<file path="config.mk">
export PLATFORM = sky130hd
export DESIGN_NAME = battery_charge_state_tracker_unit
export DESIGN_NICKNAME = d
export VERILOG_FILES = /design/src/design/bcst_pkg.sv /design/src/design/battery_charge_state_tracker_unit.sv /design/src/design/bcst_div.sv
export SDC_FILE = /design/constraint.sdc
export NUM_CORES = 1
export LEC_CHECK = 0
export BUFFER_PORTS_ARGS = -buffer_cell sky130_fd_sc_hd__buf_2
export CORE_MARGIN = 3
export CORE_UTILIZATION = 40
export DETAILED_ROUTE_END_ITERATION = 10
export PLACE_DENSITY_LB_ADDON = 0.1
export SYNTH_ARGS = -nofsm -noshare
export SYNTH_HDL_FRONTEND = slang
export SYNTH_SLANG_ARGS = --single-unit
</file>
<file path="constraint.sdc">
create_clock -name clk -period 13.15 [get_ports clk]
set_input_delay 1.9725 -clock clk [delete_from_list [all_inputs] [get_ports clk]]
set_output_delay 1.9725 -clock clk [all_outputs]
set_load 0.01 [all_outputs]
</file>
<file path="src/design/bcst_pkg.sv">
// Shared types and constants of the battery charge state tracker.
// No dependencies; used by bcst_div and battery_charge_state_tracker_unit.
package bcst_pkg;

    // Fraction format: unsigned fixed point with FRAC_BITS fraction bits
    localparam int FRAC_BITS = 15;
    localparam int OUT_W     = 16;
    localparam logic [OUT_W-1:0] FRAC_ONE = OUT_W'(64'd1 << FRAC_BITS);

    // Serial divider operand width (positive values below 2^15)
    localparam int DIV_W = 15;
    localparam int CNT_W = $clog2(FRAC_BITS);

    // Configuration register indexes
    localparam logic REG_EMPTY_V = 1'b0;
    localparam logic REG_FULL_V  = 1'b1;

    localparam logic [13:0] EMPTY_V_RESET = 14'd3000;
    localparam logic [13:0] FULL_V_RESET  = 14'd4200;

    typedef struct packed {
        logic             start;
        logic [DIV_W-1:0] num;
        logic [DIV_W-1:0] den;
    } div_req_t;

    typedef struct packed {
        logic                 done;
        logic [FRAC_BITS-1:0] quot;
    } div_rsp_t;

    typedef enum logic [2:0] {
        ST_IDLE,
        ST_M_START,
        ST_M_WAIT,
        ST_V_START,
        ST_V_WAIT,
        ST_DONE
    } state_t;

endpackage

</file>
<file path="src/design/battery_charge_state_tracker_unit.sv">
// Top level of the battery charge state tracker (coulomb-counter fuel gauge).
// Depends on bcst_pkg and bcst_div.

// One request per gauge sample yields one result. The state updates (empty
// reference, learned full capacity, measured charge) are settled in the cycle
// the request is accepted; the two fractions are then worked out one after
// the other on a single shared bit-serial divider that produces one quotient
// bit per cycle. A sample that needs no division (no battery, clamped or
// boundary cases) goes from ST_M_START through ST_V_START to ST_DONE; one
// that needs both divisions also passes ST_M_WAIT and ST_V_WAIT. Fractions
// are unsigned Q1.15 at the default format. The next request is taken in the
// cycle after the result is loaded. One sample is in work at a time, but a
// finished result waits in the output register, so the next request is taken
// while the previous result is still unclaimed. Configuration writes are
// taken at any edge and apply to requests accepted afterwards.
module battery_charge_state_tracker_unit
(
    input  logic               clk,
    input  logic               rst_n,

    input  logic               cfg_wr_en,
    input  logic               cfg_index,
    input  logic [13:0]        cfg_data,

    input  logic               in_valid,
    output logic               in_ready,
    input  logic signed [15:0] charge_count_mah,
    input  logic signed [15:0] current_ma,
    input  logic [13:0]        voltage_mv,

    output logic               out_valid,
    input  logic               out_ready,
    output logic               status,
    output logic               charging,
    output logic [15:0]        measured_fraction,
    output logic               measured_known,
    output logic [15:0]        voltage_fraction,
    output logic               save_request
);

    // Configuration registers
    logic [13:0] empty_v_reg;
    logic [13:0] full_v_reg;

    // Tracked state; the empty reference is only ever unknown or zero
    logic               ref_known_reg,  ref_known_next;
    logic signed [16:0] full_cap_reg,   full_cap_next;
    logic signed [16:0] meas_charge_reg, meas_charge_next;
    logic [15:0]        last_frac_reg,  last_frac_next;
    logic               meas_valid_reg, meas_valid_next;

    bcst_pkg::state_t state_reg, state_next;

    // Pending result and division jobs of the sample in work
    logic                       res_status_reg,   res_status_next;
    logic                       res_charging_reg, res_charging_next;
    logic                       res_save_reg,     res_save_next;
    logic [15:0]                vfrac_reg,        vfrac_next;
    logic                       m_div_reg,        m_div_next;
    logic                       v_div_reg,        v_div_next;
    logic [bcst_pkg::DIV_W-1:0] m_num_reg,        m_num_next;
    logic [bcst_pkg::DIV_W-1:0] m_den_reg,        m_den_next;
    logic [bcst_pkg::DIV_W-1:0] v_num_reg,        v_num_next;
    logic [bcst_pkg::DIV_W-1:0] v_den_reg,        v_den_next;

    // Output register
    logic        out_valid_reg, out_valid_next;
    logic        status_reg;
    logic        charging_reg;
    logic [15:0] mfrac_out_reg;
    logic        mknown_out_reg;
    logic [15:0] vfrac_out_reg;
    logic        save_out_reg;
    logic        out_load;

    bcst_pkg::div_req_t div_req;
    bcst_pkg::div_rsp_t div_rsp;

    // Sample decode for the accept cycle
    logic               accept;
    logic               volt_zero;
    logic               at_empty;
    logic               at_full;
    logic               ref_after;
    logic signed [16:0] count_ext;
    logic signed [16:0] cap_after;
    logic               save_acc;
    logic [13:0]        v_span;
    logic [13:0]        v_off;

    bcst_div u_div
    (
        .clk   (clk),
        .rst_n (rst_n),
        .req   (div_req),
        .rsp   (div_rsp)
    );

    assign accept    = in_valid && in_ready;
    assign volt_zero = (voltage_mv == 14'd0);
    assign at_empty  = (voltage_mv <= empty_v_reg);
    assign at_full   = (voltage_mv >= full_v_reg);
    assign count_ext = 17'(charge_count_mah);
    assign v_span    = full_v_reg - empty_v_reg;
    assign v_off     = voltage_mv - empty_v_reg;

    // Configuration write port
    always_ff @(posedge clk or negedge rst_n)
    begin
        if (!rst_n)
        begin
            empty_v_reg <= bcst_pkg::EMPTY_V_RESET;
            full_v_reg  <= bcst_pkg::FULL_V_RESET;
        end
        else if (cfg_wr_en)
        begin
            case (cfg_index)
                bcst_pkg::REG_EMPTY_V: empty_v_reg <= cfg_data;
                bcst_pkg::REG_FULL_V:  full_v_reg  <= cfg_data;
                default:               empty_v_reg <= empty_v_reg;
            endcase
        end
    end

    // Next state and outputs of the sequencer
    always_comb
    begin
        state_next        = state_reg;
        ref_known_next    = ref_known_reg;
        full_cap_next     = full_cap_reg;
        meas_charge_next  = meas_charge_reg;
        last_frac_next    = last_frac_reg;
        meas_valid_next   = meas_valid_reg;
        res_status_next   = res_status_reg;
        res_charging_next = res_charging_reg;
        res_save_next     = res_save_reg;
        vfrac_next        = vfrac_reg;
        m_div_next        = m_div_reg;
        v_div_next        = v_div_reg;
        m_num_next        = m_num_reg;
        m_den_next        = m_den_reg;
        v_num_next        = v_num_reg;
        v_den_next        = v_den_reg;
        div_req.start     = 1'b0;
        div_req.num       = m_num_reg;
        div_req.den       = m_den_reg;
        in_ready          = 1'b0;
        out_load          = 1'b0;
        ref_after         = ref_known_reg;
        cap_after         = full_cap_reg;
        save_acc          = 1'b0;

        case (state_reg)
            bcst_pkg::ST_IDLE:
            begin
                in_ready = 1'b1;
                // empty rule first; full rule only when not empty
                ref_after = ref_known_reg || at_empty;
                if (!at_empty && at_full && ref_known_reg)
                begin
                    cap_after = count_ext;
                end
                if (accept)
                begin
                    res_status_next   = volt_zero;
                    res_charging_next = !volt_zero && (current_ma > 16'sd0);
                    m_div_next        = 1'b0;
                    v_div_next        = 1'b0;
                    vfrac_next        = '0;
                    if (!volt_zero)
                    begin
                        if (at_empty && !ref_known_reg)
                        begin
                            save_acc = 1'b1;
                        end
                        if (cap_after != full_cap_reg)
                        begin
                            save_acc = 1'b1;
                        end
                        ref_known_next = ref_after;
                        full_cap_next  = cap_after;
                        if (ref_after && (cap_after > 17'sd0))
                        begin
                            if (meas_charge_reg != count_ext)
                            begin
                                save_acc = 1'b1;
                            end
                            meas_charge_next = count_ext;
                            meas_valid_next  = 1'b1;
                            if (count_ext <= 17'sd0)
                            begin
                                last_frac_next = '0;
                            end
                            else if (count_ext >= cap_after)
                            begin
                                last_frac_next = bcst_pkg::FRAC_ONE;
                            end
                            else
                            begin
                                // 0 < count < cap, both below 2^15
                                m_div_next = 1'b1;
                                m_num_next = charge_count_mah[bcst_pkg::DIV_W-1:0];
                                m_den_next = cap_after[bcst_pkg::DIV_W-1:0];
                            end
                        end
                        if (at_empty)
                        begin
                            vfrac_next = '0;
                        end
                        else if (at_full)
                        begin
                            vfrac_next = bcst_pkg::FRAC_ONE;
                        end
                        else
                        begin
                            v_div_next = 1'b1;
                            v_num_next = bcst_pkg::DIV_W'(v_off);
                            v_den_next = bcst_pkg::DIV_W'(v_span);
                        end
                    end
                    res_save_next = save_acc;
                    state_next    = bcst_pkg::ST_M_START;
                end
            end

            bcst_pkg::ST_M_START:
            begin
                if (m_div_reg)
                begin
                    div_req.start = 1'b1;
                    state_next    = bcst_pkg::ST_M_WAIT;
                end
                else
                begin
                    state_next = bcst_pkg::ST_V_START;
                end
            end

            bcst_pkg::ST_M_WAIT:
            begin
                if (div_rsp.done)
                begin
                    last_frac_next = 16'(div_rsp.quot);
                    state_next     = bcst_pkg::ST_V_START;
                end
            end

            bcst_pkg::ST_V_START:
            begin
                div_req.num = v_num_reg;
                div_req.den = v_den_reg;
                if (v_div_reg)
                begin
                    div_req.start = 1'b1;
                    state_next    = bcst_pkg::ST_V_WAIT;
                end
                else
                begin
                    state_next = bcst_pkg::ST_DONE;
                end
            end

            bcst_pkg::ST_V_WAIT:
            begin
                if (div_rsp.done)
                begin
                    vfrac_next = 16'(div_rsp.quot);
                    state_next = bcst_pkg::ST_DONE;
                end
            end

            bcst_pkg::ST_DONE:
            begin
                // hold until the output register is free
                if (!out_valid_reg || out_ready)
                begin
                    out_load   = 1'b1;
                    state_next = bcst_pkg::ST_IDLE;
                end
            end

            default:
            begin
                state_next = bcst_pkg::ST_IDLE;
            end
        endcase
    end

    always_comb
    begin
        out_valid_next = out_valid_reg;
        if (out_load)
        begin
            out_valid_next = 1'b1;
        end
        else if (out_ready)
        begin
            out_valid_next = 1'b0;
        end
    end

    // Control state and tracked values
    always_ff @(posedge clk or negedge rst_n)
    begin
        if (!rst_n)
        begin
            state_reg       <= bcst_pkg::ST_IDLE;
            out_valid_reg   <= 1'b0;
            ref_known_reg   <= 1'b0;
            full_cap_reg    <= '1;
            meas_charge_reg <= '1;
            last_frac_reg   <= '0;
            meas_valid_reg  <= 1'b0;
            m_div_reg       <= 1'b0;
            v_div_reg       <= 1'b0;
        end
        else
        begin
            state_reg       <= state_next;
            out_valid_reg   <= out_valid_next;
            ref_known_reg   <= ref_known_next;
            full_cap_reg    <= full_cap_next;
            meas_charge_reg <= meas_charge_next;
            last_frac_reg   <= last_frac_next;
            meas_valid_reg  <= meas_valid_next;
            m_div_reg       <= m_div_next;
            v_div_reg       <= v_div_next;
        end
    end

    // Payload of the sample in work and of the output register
    always_ff @(posedge clk)
    begin
        res_status_reg   <= res_status_next;
        res_charging_reg <= res_charging_next;
        res_save_reg     <= res_save_next;
        vfrac_reg        <= vfrac_next;
        m_num_reg        <= m_num_next;
        m_den_reg        <= m_den_next;
        v_num_reg        <= v_num_next;
        v_den_reg        <= v_den_next;
        if (out_load)
        begin
            status_reg     <= res_status_reg;
            charging_reg   <= res_charging_reg;
            mfrac_out_reg  <= last_frac_reg;
            mknown_out_reg <= meas_valid_reg;
            vfrac_out_reg  <= vfrac_reg;
            save_out_reg   <= res_save_reg;
        end
    end

    assign out_valid         = out_valid_reg;
    assign status            = status_reg;
    assign charging          = charging_reg;
    assign measured_fraction = mfrac_out_reg;
    assign measured_known    = mknown_out_reg;
    assign voltage_fraction  = vfrac_out_reg;
    assign save_request      = save_out_reg;

endmodule

</file>
<file path="src/design/bcst_div.sv">
// Bit-serial restoring divider: floor((num << FRAC_BITS) / den) for num < den.
// Depends on bcst_pkg; one quotient bit per cycle.
module bcst_div
(
    input  logic                clk,
    input  logic                rst_n,
    input  bcst_pkg::div_req_t  req,
    output bcst_pkg::div_rsp_t  rsp
);

    logic [bcst_pkg::DIV_W-1:0]     rem_reg, rem_next;
    logic [bcst_pkg::DIV_W-1:0]     den_reg, den_next;
    logic [bcst_pkg::FRAC_BITS-1:0] quot_reg, quot_next;
    logic [bcst_pkg::CNT_W-1:0]     cnt_reg, cnt_next;
    logic                           busy_reg, busy_next;
    logic                           done_reg, done_next;
    logic [bcst_pkg::DIV_W:0]       rem2;
    logic [bcst_pkg::DIV_W:0]       diff;
    logic                           fits;

    always_comb
    begin
        rem2      = {rem_reg, 1'b0};
        diff      = rem2 - {1'b0, den_reg};
        fits      = (rem2 >= {1'b0, den_reg});
        rem_next  = rem_reg;
        den_next  = den_reg;
        quot_next = quot_reg;
        cnt_next  = cnt_reg;
        busy_next = busy_reg;
        done_next = 1'b0;
        if (req.start)
        begin
            rem_next  = req.num;
            den_next  = req.den;
            quot_next = '0;
            cnt_next  = '0;
            busy_next = 1'b1;
        end
        else if (busy_reg)
        begin
            // remainder stays below den, so it fits DIV_W bits
            rem_next  = fits ? diff[bcst_pkg::DIV_W-1:0] : rem2[bcst_pkg::DIV_W-1:0];
            quot_next = {quot_reg[bcst_pkg::FRAC_BITS-2:0], fits};
            cnt_next  = cnt_reg + 1'b1;
            if (cnt_reg == bcst_pkg::CNT_W'(bcst_pkg::FRAC_BITS - 1))
            begin
                busy_next = 1'b0;
                done_next = 1'b1;
            end
        end
    end

    always_ff @(posedge clk or negedge rst_n)
    begin
        if (!rst_n)
        begin
            busy_reg <= 1'b0;
            done_reg <= 1'b0;
            cnt_reg  <= '0;
        end
        else
        begin
            busy_reg <= busy_next;
            done_reg <= done_next;
            cnt_reg  <= cnt_next;
        end
    end

    always_ff @(posedge clk)
    begin
        rem_reg  <= rem_next;
        den_reg  <= den_next;
        quot_reg <= quot_next;
    end

    assign rsp.done = done_reg;
    assign rsp.quot = quot_reg;

endmodule
</file>
### Word-level counts from Yosys, hierarchy flattened

Index checks and enable logic that the tools add are counted.

| word-level totals | value |
|---|---|
| bits in registers | 249 |
| output and inout port bits | 38 |
| logic and storage cells | 144 |
| input bits | 66 |

| cells by class | value |
|---|---|
| $add $sub $neg | 4 |
| magnitude comparators | 7 |
| eq/ne operators | 15 |
| bitwise logic cells | 6 |
| reductions and logical operators | 28 |
| multiplexer cells | 52 |

Operator list:

| kind | count |
|---|---|
| 16-bit 2-to-1 mux | 10 |
| 16-bit one-hot mux with 2 select lines | 2 |
| 15-bit 2-to-1 mux | 3 |
| 17-bit 2-to-1 mux | 2 |
| 30-bit 2-to-1 mux | 1 |
| 14-bit subtractor | 2 |
| 1-bit 2-to-1 mux | 26 |
| 3-bit one-hot mux with 6 select lines | 1 |
| 16-bit by 17-bit >= comparator with 1-bit output | 1 |
| 17-bit by 1-bit > comparator with 1-bit output, second input constant | 1 |
| 17-bit inequality test | 1 |
| 16-bit by 15-bit >= comparator with 1-bit output | 1 |
| 16-bit by 1-bit > comparator with 1-bit output, second input constant | 1 |
| 16-bit by 1-bit less-or-equal comparator with 1-bit output, second input constant | 1 |
| 16-bit inequality test | 1 |
| 15-bit subtractor | 1 |
| 14-bit >= comparator | 1 |
| 14-bit less-or-equal comparator | 1 |
| 14-bit logical NOT | 1 |
| 3-bit 2-to-1 mux | 4 |
| 6-bit AND reduction | 2 |
| 4-bit 2-to-1 mux | 2 |
| 2-bit inequality test, second input constant | 4 |
| 4-bit AND reduction | 2 |
| other kinds (17) | 40 |

### Logic depth before layout (Yosys ltp)

| depth | value |
|---|---|
| word-level depth | 13 |
| mapped depth | 22 |
| gate-level depth less buffers | 20 |

### By module

A second synthesis with hierarchy kept.

| second synthesis, totals | value |
|---|---|
| cells, all modules | 1111 |
| area, all modules | 12939.9 um^2 |

Modules (own cells, without submodules):

| module | area an instance (um^2) | seq. area each (um^2) | instances | cells each |
|---|---|---|---|---|
| battery_charge_state_tracker_unit | 9962.1 | 5575.3 | 1 | 821 |
| bcst_div | 2977.9 | 1351.3 | 1 | 290 |

### Worst setup path before layout

No wires, ideal clock.

| timing path | value |
|---|---|
| path kind | in2reg |
| start point | input port voltage_mv[0] |
| end point | register m_den_reg[0] in the netlist's numbering (enable) |
| cell stages on the path | 20 |
| data arrival time | 5.941 ns |
| path slack | 6.819 ns |
| required time | 12.760 ns |
| buffers on the path | 2 |
| path through | inv_1 ha_1 inv_1 fa_1 nand2_1 a21o_1 a211o_1 a31oi_1 buf_4 nand3_1 buf_2 mux2i_1 ha_1 o21a_1 o21a_1 o21ai_0 a21o_1 nand3_1 a221oi_2 and3_1 |

| on the way | value |
|---|---|
| longest elaborated chain between the ends | 9 |
| elaborated cells on any way between the ends | 15 |

Ends and longest elaborated chain:

| what | RTL line | RTL |
|---|---|---|
| start: declaration | battery_charge_state_tracker_unit.sv:29 | `input logic [13:0] voltage_mv,` |
| 14-bit less-or-equal comparator | battery_charge_state_tracker_unit.sv:101 | `assign at_empty = (voltage_mv <= empty_v_reg);` |
| 1-bit logical NOT | battery_charge_state_tracker_unit.sv:159 | `if (!at_empty && at_full && ref_known_reg)` |
| 1-bit logical AND (2 in a row) | battery_charge_state_tracker_unit.sv:159 |  |
| 17-bit 2-to-1 mux | battery_charge_state_tracker_unit.sv:159 |  |
| 17-bit 2-to-1 mux | battery_charge_state_tracker_unit.sv:153 | `case (state_reg)` |
| 17-bit by 1-bit > comparator with 1-bit output or 16-bit by 17-bit >= comparator with 1-bit output (tied branches) | battery_charge_state_tracker_unit.sv:182, battery_charge_state_tracker_unit.sv:194 |  |
| 1-bit logical AND or 1-bit NOT (tied branches) | - |  |
| 6-bit AND reduction (no line) * | - |  |
| end signal: assignment | battery_charge_state_tracker_unit.sv:339 | `m_den_reg <= m_den_next;` |
| end: declaration | battery_charge_state_tracker_unit.sv:62 | `logic [bcst_pkg::DIV_W-1:0] m_den_reg, m_den_next;` |

Mark *: on every way between the ends. The rest lies on a longest branch, timed or not. The select of a mux whose other input is x is not followed.
A chain may end at the register's enable or synchronous reset.

### Final worst setup path

| timing path | value |
|---|---|
| start point | input port voltage_mv[12] |
| end point | register last_frac_reg[15] |

| on the way | value |
|---|---|
| longest elaborated chain between the ends | 10 |
| elaborated cells on any way between the ends | 16 |

Ends and longest elaborated chain:

| what | RTL line | RTL |
|---|---|---|
| 14-bit less-or-equal comparator | battery_charge_state_tracker_unit.sv:101 |  |
| 1-bit logical NOT | battery_charge_state_tracker_unit.sv:159 |  |
| 1-bit logical AND (2 in a row) | battery_charge_state_tracker_unit.sv:159 |  |
| 17-bit 2-to-1 mux | battery_charge_state_tracker_unit.sv:159 |  |
| 17-bit 2-to-1 mux | battery_charge_state_tracker_unit.sv:153 |  |
| 17-bit by 1-bit > comparator with 1-bit output | battery_charge_state_tracker_unit.sv:182 | `if (ref_after && (cap_after > 17'sd0))` |
| 1-bit logical AND | battery_charge_state_tracker_unit.sv:182 |  |
| 2-bit inequality test (no line) | - |  |
| 6-bit AND reduction (no line) * | - |  |
| end signal: assignment | battery_charge_state_tracker_unit.sv:324 | `last_frac_reg <= last_frac_next;` |
| end: declaration | battery_charge_state_tracker_unit.sv:49 | `logic [15:0] last_frac_reg, last_frac_next;` |

Marked as above.

==> key figures <==
Routing
  – DRT Pass-1 Iters: 5
  – Vias/cell: 5.174
  – Remaining DRCs: 0
  – Routed Antenna Nets: 0
  – DRT iter0 DRCs: 563
  – Post-DR wirelength/cell: 18.45 um
  – Met3 wire length: 1263 um
  – Wire length on met2: 13460 um
  – Routed Wire Length: 30030 um
  – DR vias: 8424
  – Metal-1 WL: 14510 um
  – Max Used Layer: met4

STA
  – Hold Slack: 0.4121 ns
  – Final setup vio count: 0
  – Fmax: 142.7 MHz
  – Max transition margin: 23.87%
  – Max Clock Skew: 0.01195 ns
  – Min Tclk post-route: 7.006 ns
  – Unrepaired setup endpoints after global routing: false
  – Hold Violations, Final: 0
  – Final setup TNS: 0 ns
  – Final clock period utilization by the worst path: 53.28%
  – Worst Tran Pin Value: 1.142 ns
  – Final max-slew violation count: 0

Setup path
  – Largest stage delay on the critical path: 0.79 ns
  – Critical path buffer and inverter count: 1
  – Critical path's most frequent cell: nand3_1
  – WP data arrival: 7.48 ns
  – Crit-path max FO: 16
  – Worst R2R Setup Slack: 7.12 ns
  – Worst setup EP type: flip-flop
  – CP cell instances: buf_2, ha_1, nand4_1, or2_1, a211o_1, a31oi_1, nand3_1, mux2i_1, ha_1, nand4_1, nor4_1, nor3b_1, nand3_1, nand3_1, a221oi_2, a21oi_4, mux2i_1
  – FF-to-FF path depth: 17
  – Reg-to-Reg Start: empty_v_reg[11]
  – Startpoint types: primary input
  – Reg2reg end: last_frac_reg[15]
  – CP max stage cell: nand3_1
  – Worst Path Required: 13.63 ns
  – Critical path's top delay family: simple AND/OR/NAND/NOR gates
  – Kind of critical path: in -> reg

Die
  – Starting Density: 41.19%
  – Die width: 184.6 um
  – FP Rows: 64
  – Die area: 34090 um2
  – Die Y-Extent: 184.6 um
  – Core footprint: 30990 um2
  – Number of top-level pins: 104

Clocking
  – Setup Fix Bufs, Post-CTS: 0
  – Clock Latency Late Sink: 0.55 ns
  – Root Driver: clkbuf_16
  – Clock-pin slew on the worst setup and hold paths: 0.06 ns
  – Cts hold-fix bufs: 0
  – Post-CTS resize count: 0
  – TritonCTS clock tree: done
  – H-tree depth: 1
  – Clock buffer count from CTS: 29
  – Maximum clock path buffer count: 3
  – Num Clock Sinks: 249

Worst hold path
  – Hold EP: charging
  – Hold/Removal Path Class: reg -> reg
  – Worst Hold Launch: res_charging_reg
  – Hold path depth: 0

Pwr
  – Overall Power: 3.250 mW
  – PwrDens: 221.8 nW/um2
  – Seq pwr share: 40.2%
  – Pint: 2.138 mW
  – VDD IR max: 0.1115 mV
  – Switching power: 1.112 mW
  – Leak: 6.165 nW
  – Clock power frac: 24.8%
  – Comb pwr share: 35.0%
  – Switching share of total power: 34.21%

Logic synthesis
  – Synth Cell Area: 12760 um2
  – FFs w/ async S/R, synth: 36.55%
  – Top FF cell, synth: edfxtp_1
  – Warning count from the yosys run: 0
  – FF+latch count, synth: 249
  – Unique masters post-synth: 67
  – Post-Syn Instances: 1101
  – Avg Synthesized Cell Area: 11.59 um2
  – Synth Net Count: 1243
  – Number of synthesized flops with an enable pin: 143
  – Post-synthesis sequential area ratio: 54.26%

Placement
  – Placed insts: 1575
  – DP Wirelength: 22060 um
  – Port Buf Inserts: 103
  – Gpl congestion: 0.8957

Global route
  – All-Layer GR Usage: 17.85%
  – Vias in the first global route: 8406
  – Pin count of the biggest net entering global routing: 69
  – Initial antenna violation count: 0
  – Global-route wire length before repair: 47620 um
  – Total grt overflow: 0

Outcome
  – Status: completed

Flow run
  – Max Cap Viol: 0

Layout
  – # fillers: 2795
  – Layout Cells excl Fill: 1628
  – Nets: 1352
  – Layout Utilization: 47.28%
  – Max reg flops: 17
  – Layout cells sized above 1: 21.75%
  – Ant diodes: 0
  – P&R area growth vs syn: 14.79%
==> worst max-delay path by stage <==
| stage | depth (start not counted) | startpoint | to | slack [ns] |
|---|---|---|---|---|
| final | 17 | voltage_mv[12] | last_frac_reg[15] | 6.14 |
| after global routing | 17 | voltage_mv[13] | last_frac_reg[15] | 5.63 |
| after CTS | 17 | voltage_mv[12] | last_frac_reg[15] | 6.11 |
| after detailed placement | 17 | voltage_mv[13] | last_frac_reg[15] | 5.58 |
| after global placement | 17 | voltage_mv[13] | m_den_reg[12] | 5.71 |
| after floorplan | 20 | voltage_mv[0] | m_den_reg[0] | 6.82 |
==> stage by stage <==
step                area (um2)  setup WS [ns]
finish                   14650          6.144
global route             14650          5.630
CTS                      14650          6.110
detailed placement       13690          5.579
global placement         13690          5.709
floorplan                12760          6.819
==> layer usage <==
metal | vias to the layer above | global-route usage [%]
met1 | 4006 | 26.43
li1 | 4185 | -
met5 | - | 0
met2 | 184 | 27.86
met4 | 0 | 5.012
met3 | 49 | 2.052
==> cells in the final DEF, fill, tap and decap left out, types with 11 or more instances in the layout <==
| cell | instances |
|---|---|
| nand4_1 | 16 |
| o21ai_0 | 51 |
| clkbuf_16 | 29 |
| xnor2_1 | 56 |
| inv_1 | 75 |
| nor4_1 | 16 |
| nand2b_1 | 15 |
| and2_1 | 21 |
| a21oi_1 | 40 |
| nand2_1 | 113 |
| buf_2 | 102 |
| dfstp_2 | 44 |
| mux2_2 | 42 |
| dfxtp_1 | 15 |
| edfxtp_1 | 143 |
| dfrtp_1 | 47 |
| mux2i_1 | 52 |
| nor2_1 | 58 |
| nor3_1 | 15 |
| buf_4 | 11 |
| nor2b_1 | 13 |
| ha_1 | 73 |
| nand3_1 | 30 |
==> synth_stat cells, types with 15 or more instances <==
cell type	count	area share, %
edfxtp_1	143	34
nand2_1	113	3.3
inv_1	75	2.2
ha_1	73	7.2
nor2_1	58	1.7
xnor2_1	56	3.8
mux2i_1	52	4.1
o21ai_0	51	2.0
dfrtp_1	47	9.2
dfstp_2	44	9.1
mux2_2	42	3.7
a21oi_1	40	1.6
nand3_1	30	1.2
clkbuf_1	25	0.74
and2_1	21	1.0
nand4_1	16	0.78
nor4_1	16	0.78
dfxtp_1	15	2.4
nand2b_1	15	0.74
nor3_1	15	0.59
==> power by group through the flow <==
stage	Combinational (mW)	Clock [mW]	Sequential, mW
after floorplan	0.887	0	1.26
after global placement	1.13	0	1.32
after detailed placement	1.14	0	1.32
after CTS	1.14	0.831	1.31
after global routing	1.28	0.860	1.34
final	1.14	0.807	1.31
==> final cells by class <==
type	count	area, um2	share of cell area (%)
clock buffer	35	758.2	5.175
clock inverter	18	206.4	1.409
inverter	75	281.5	1.921
multi-input combinational	742	5391	36.79
sequential	249	6927	47.27
tap	396	495.5	3.381
timing repair buffer	113	593.1	4.047
==> cells by family (layout without fill, tap and decap cells) <==
family	Yosys count	after routing	share of synthesized area (%)
AO/OA/AOI/OAI	166	166	8.547
buffers and inverters	110	241	3.558
multiplexers	103	103	8.841
AND/OR/NAND/NOR	333	333	12.77
adder cells (fa/ha/maj)	76	76	7.626
XOR/XNOR	64	64	4.391
flip-flops	249	249	54.26
Note: power is estimated with default switching activity, not from simulation.
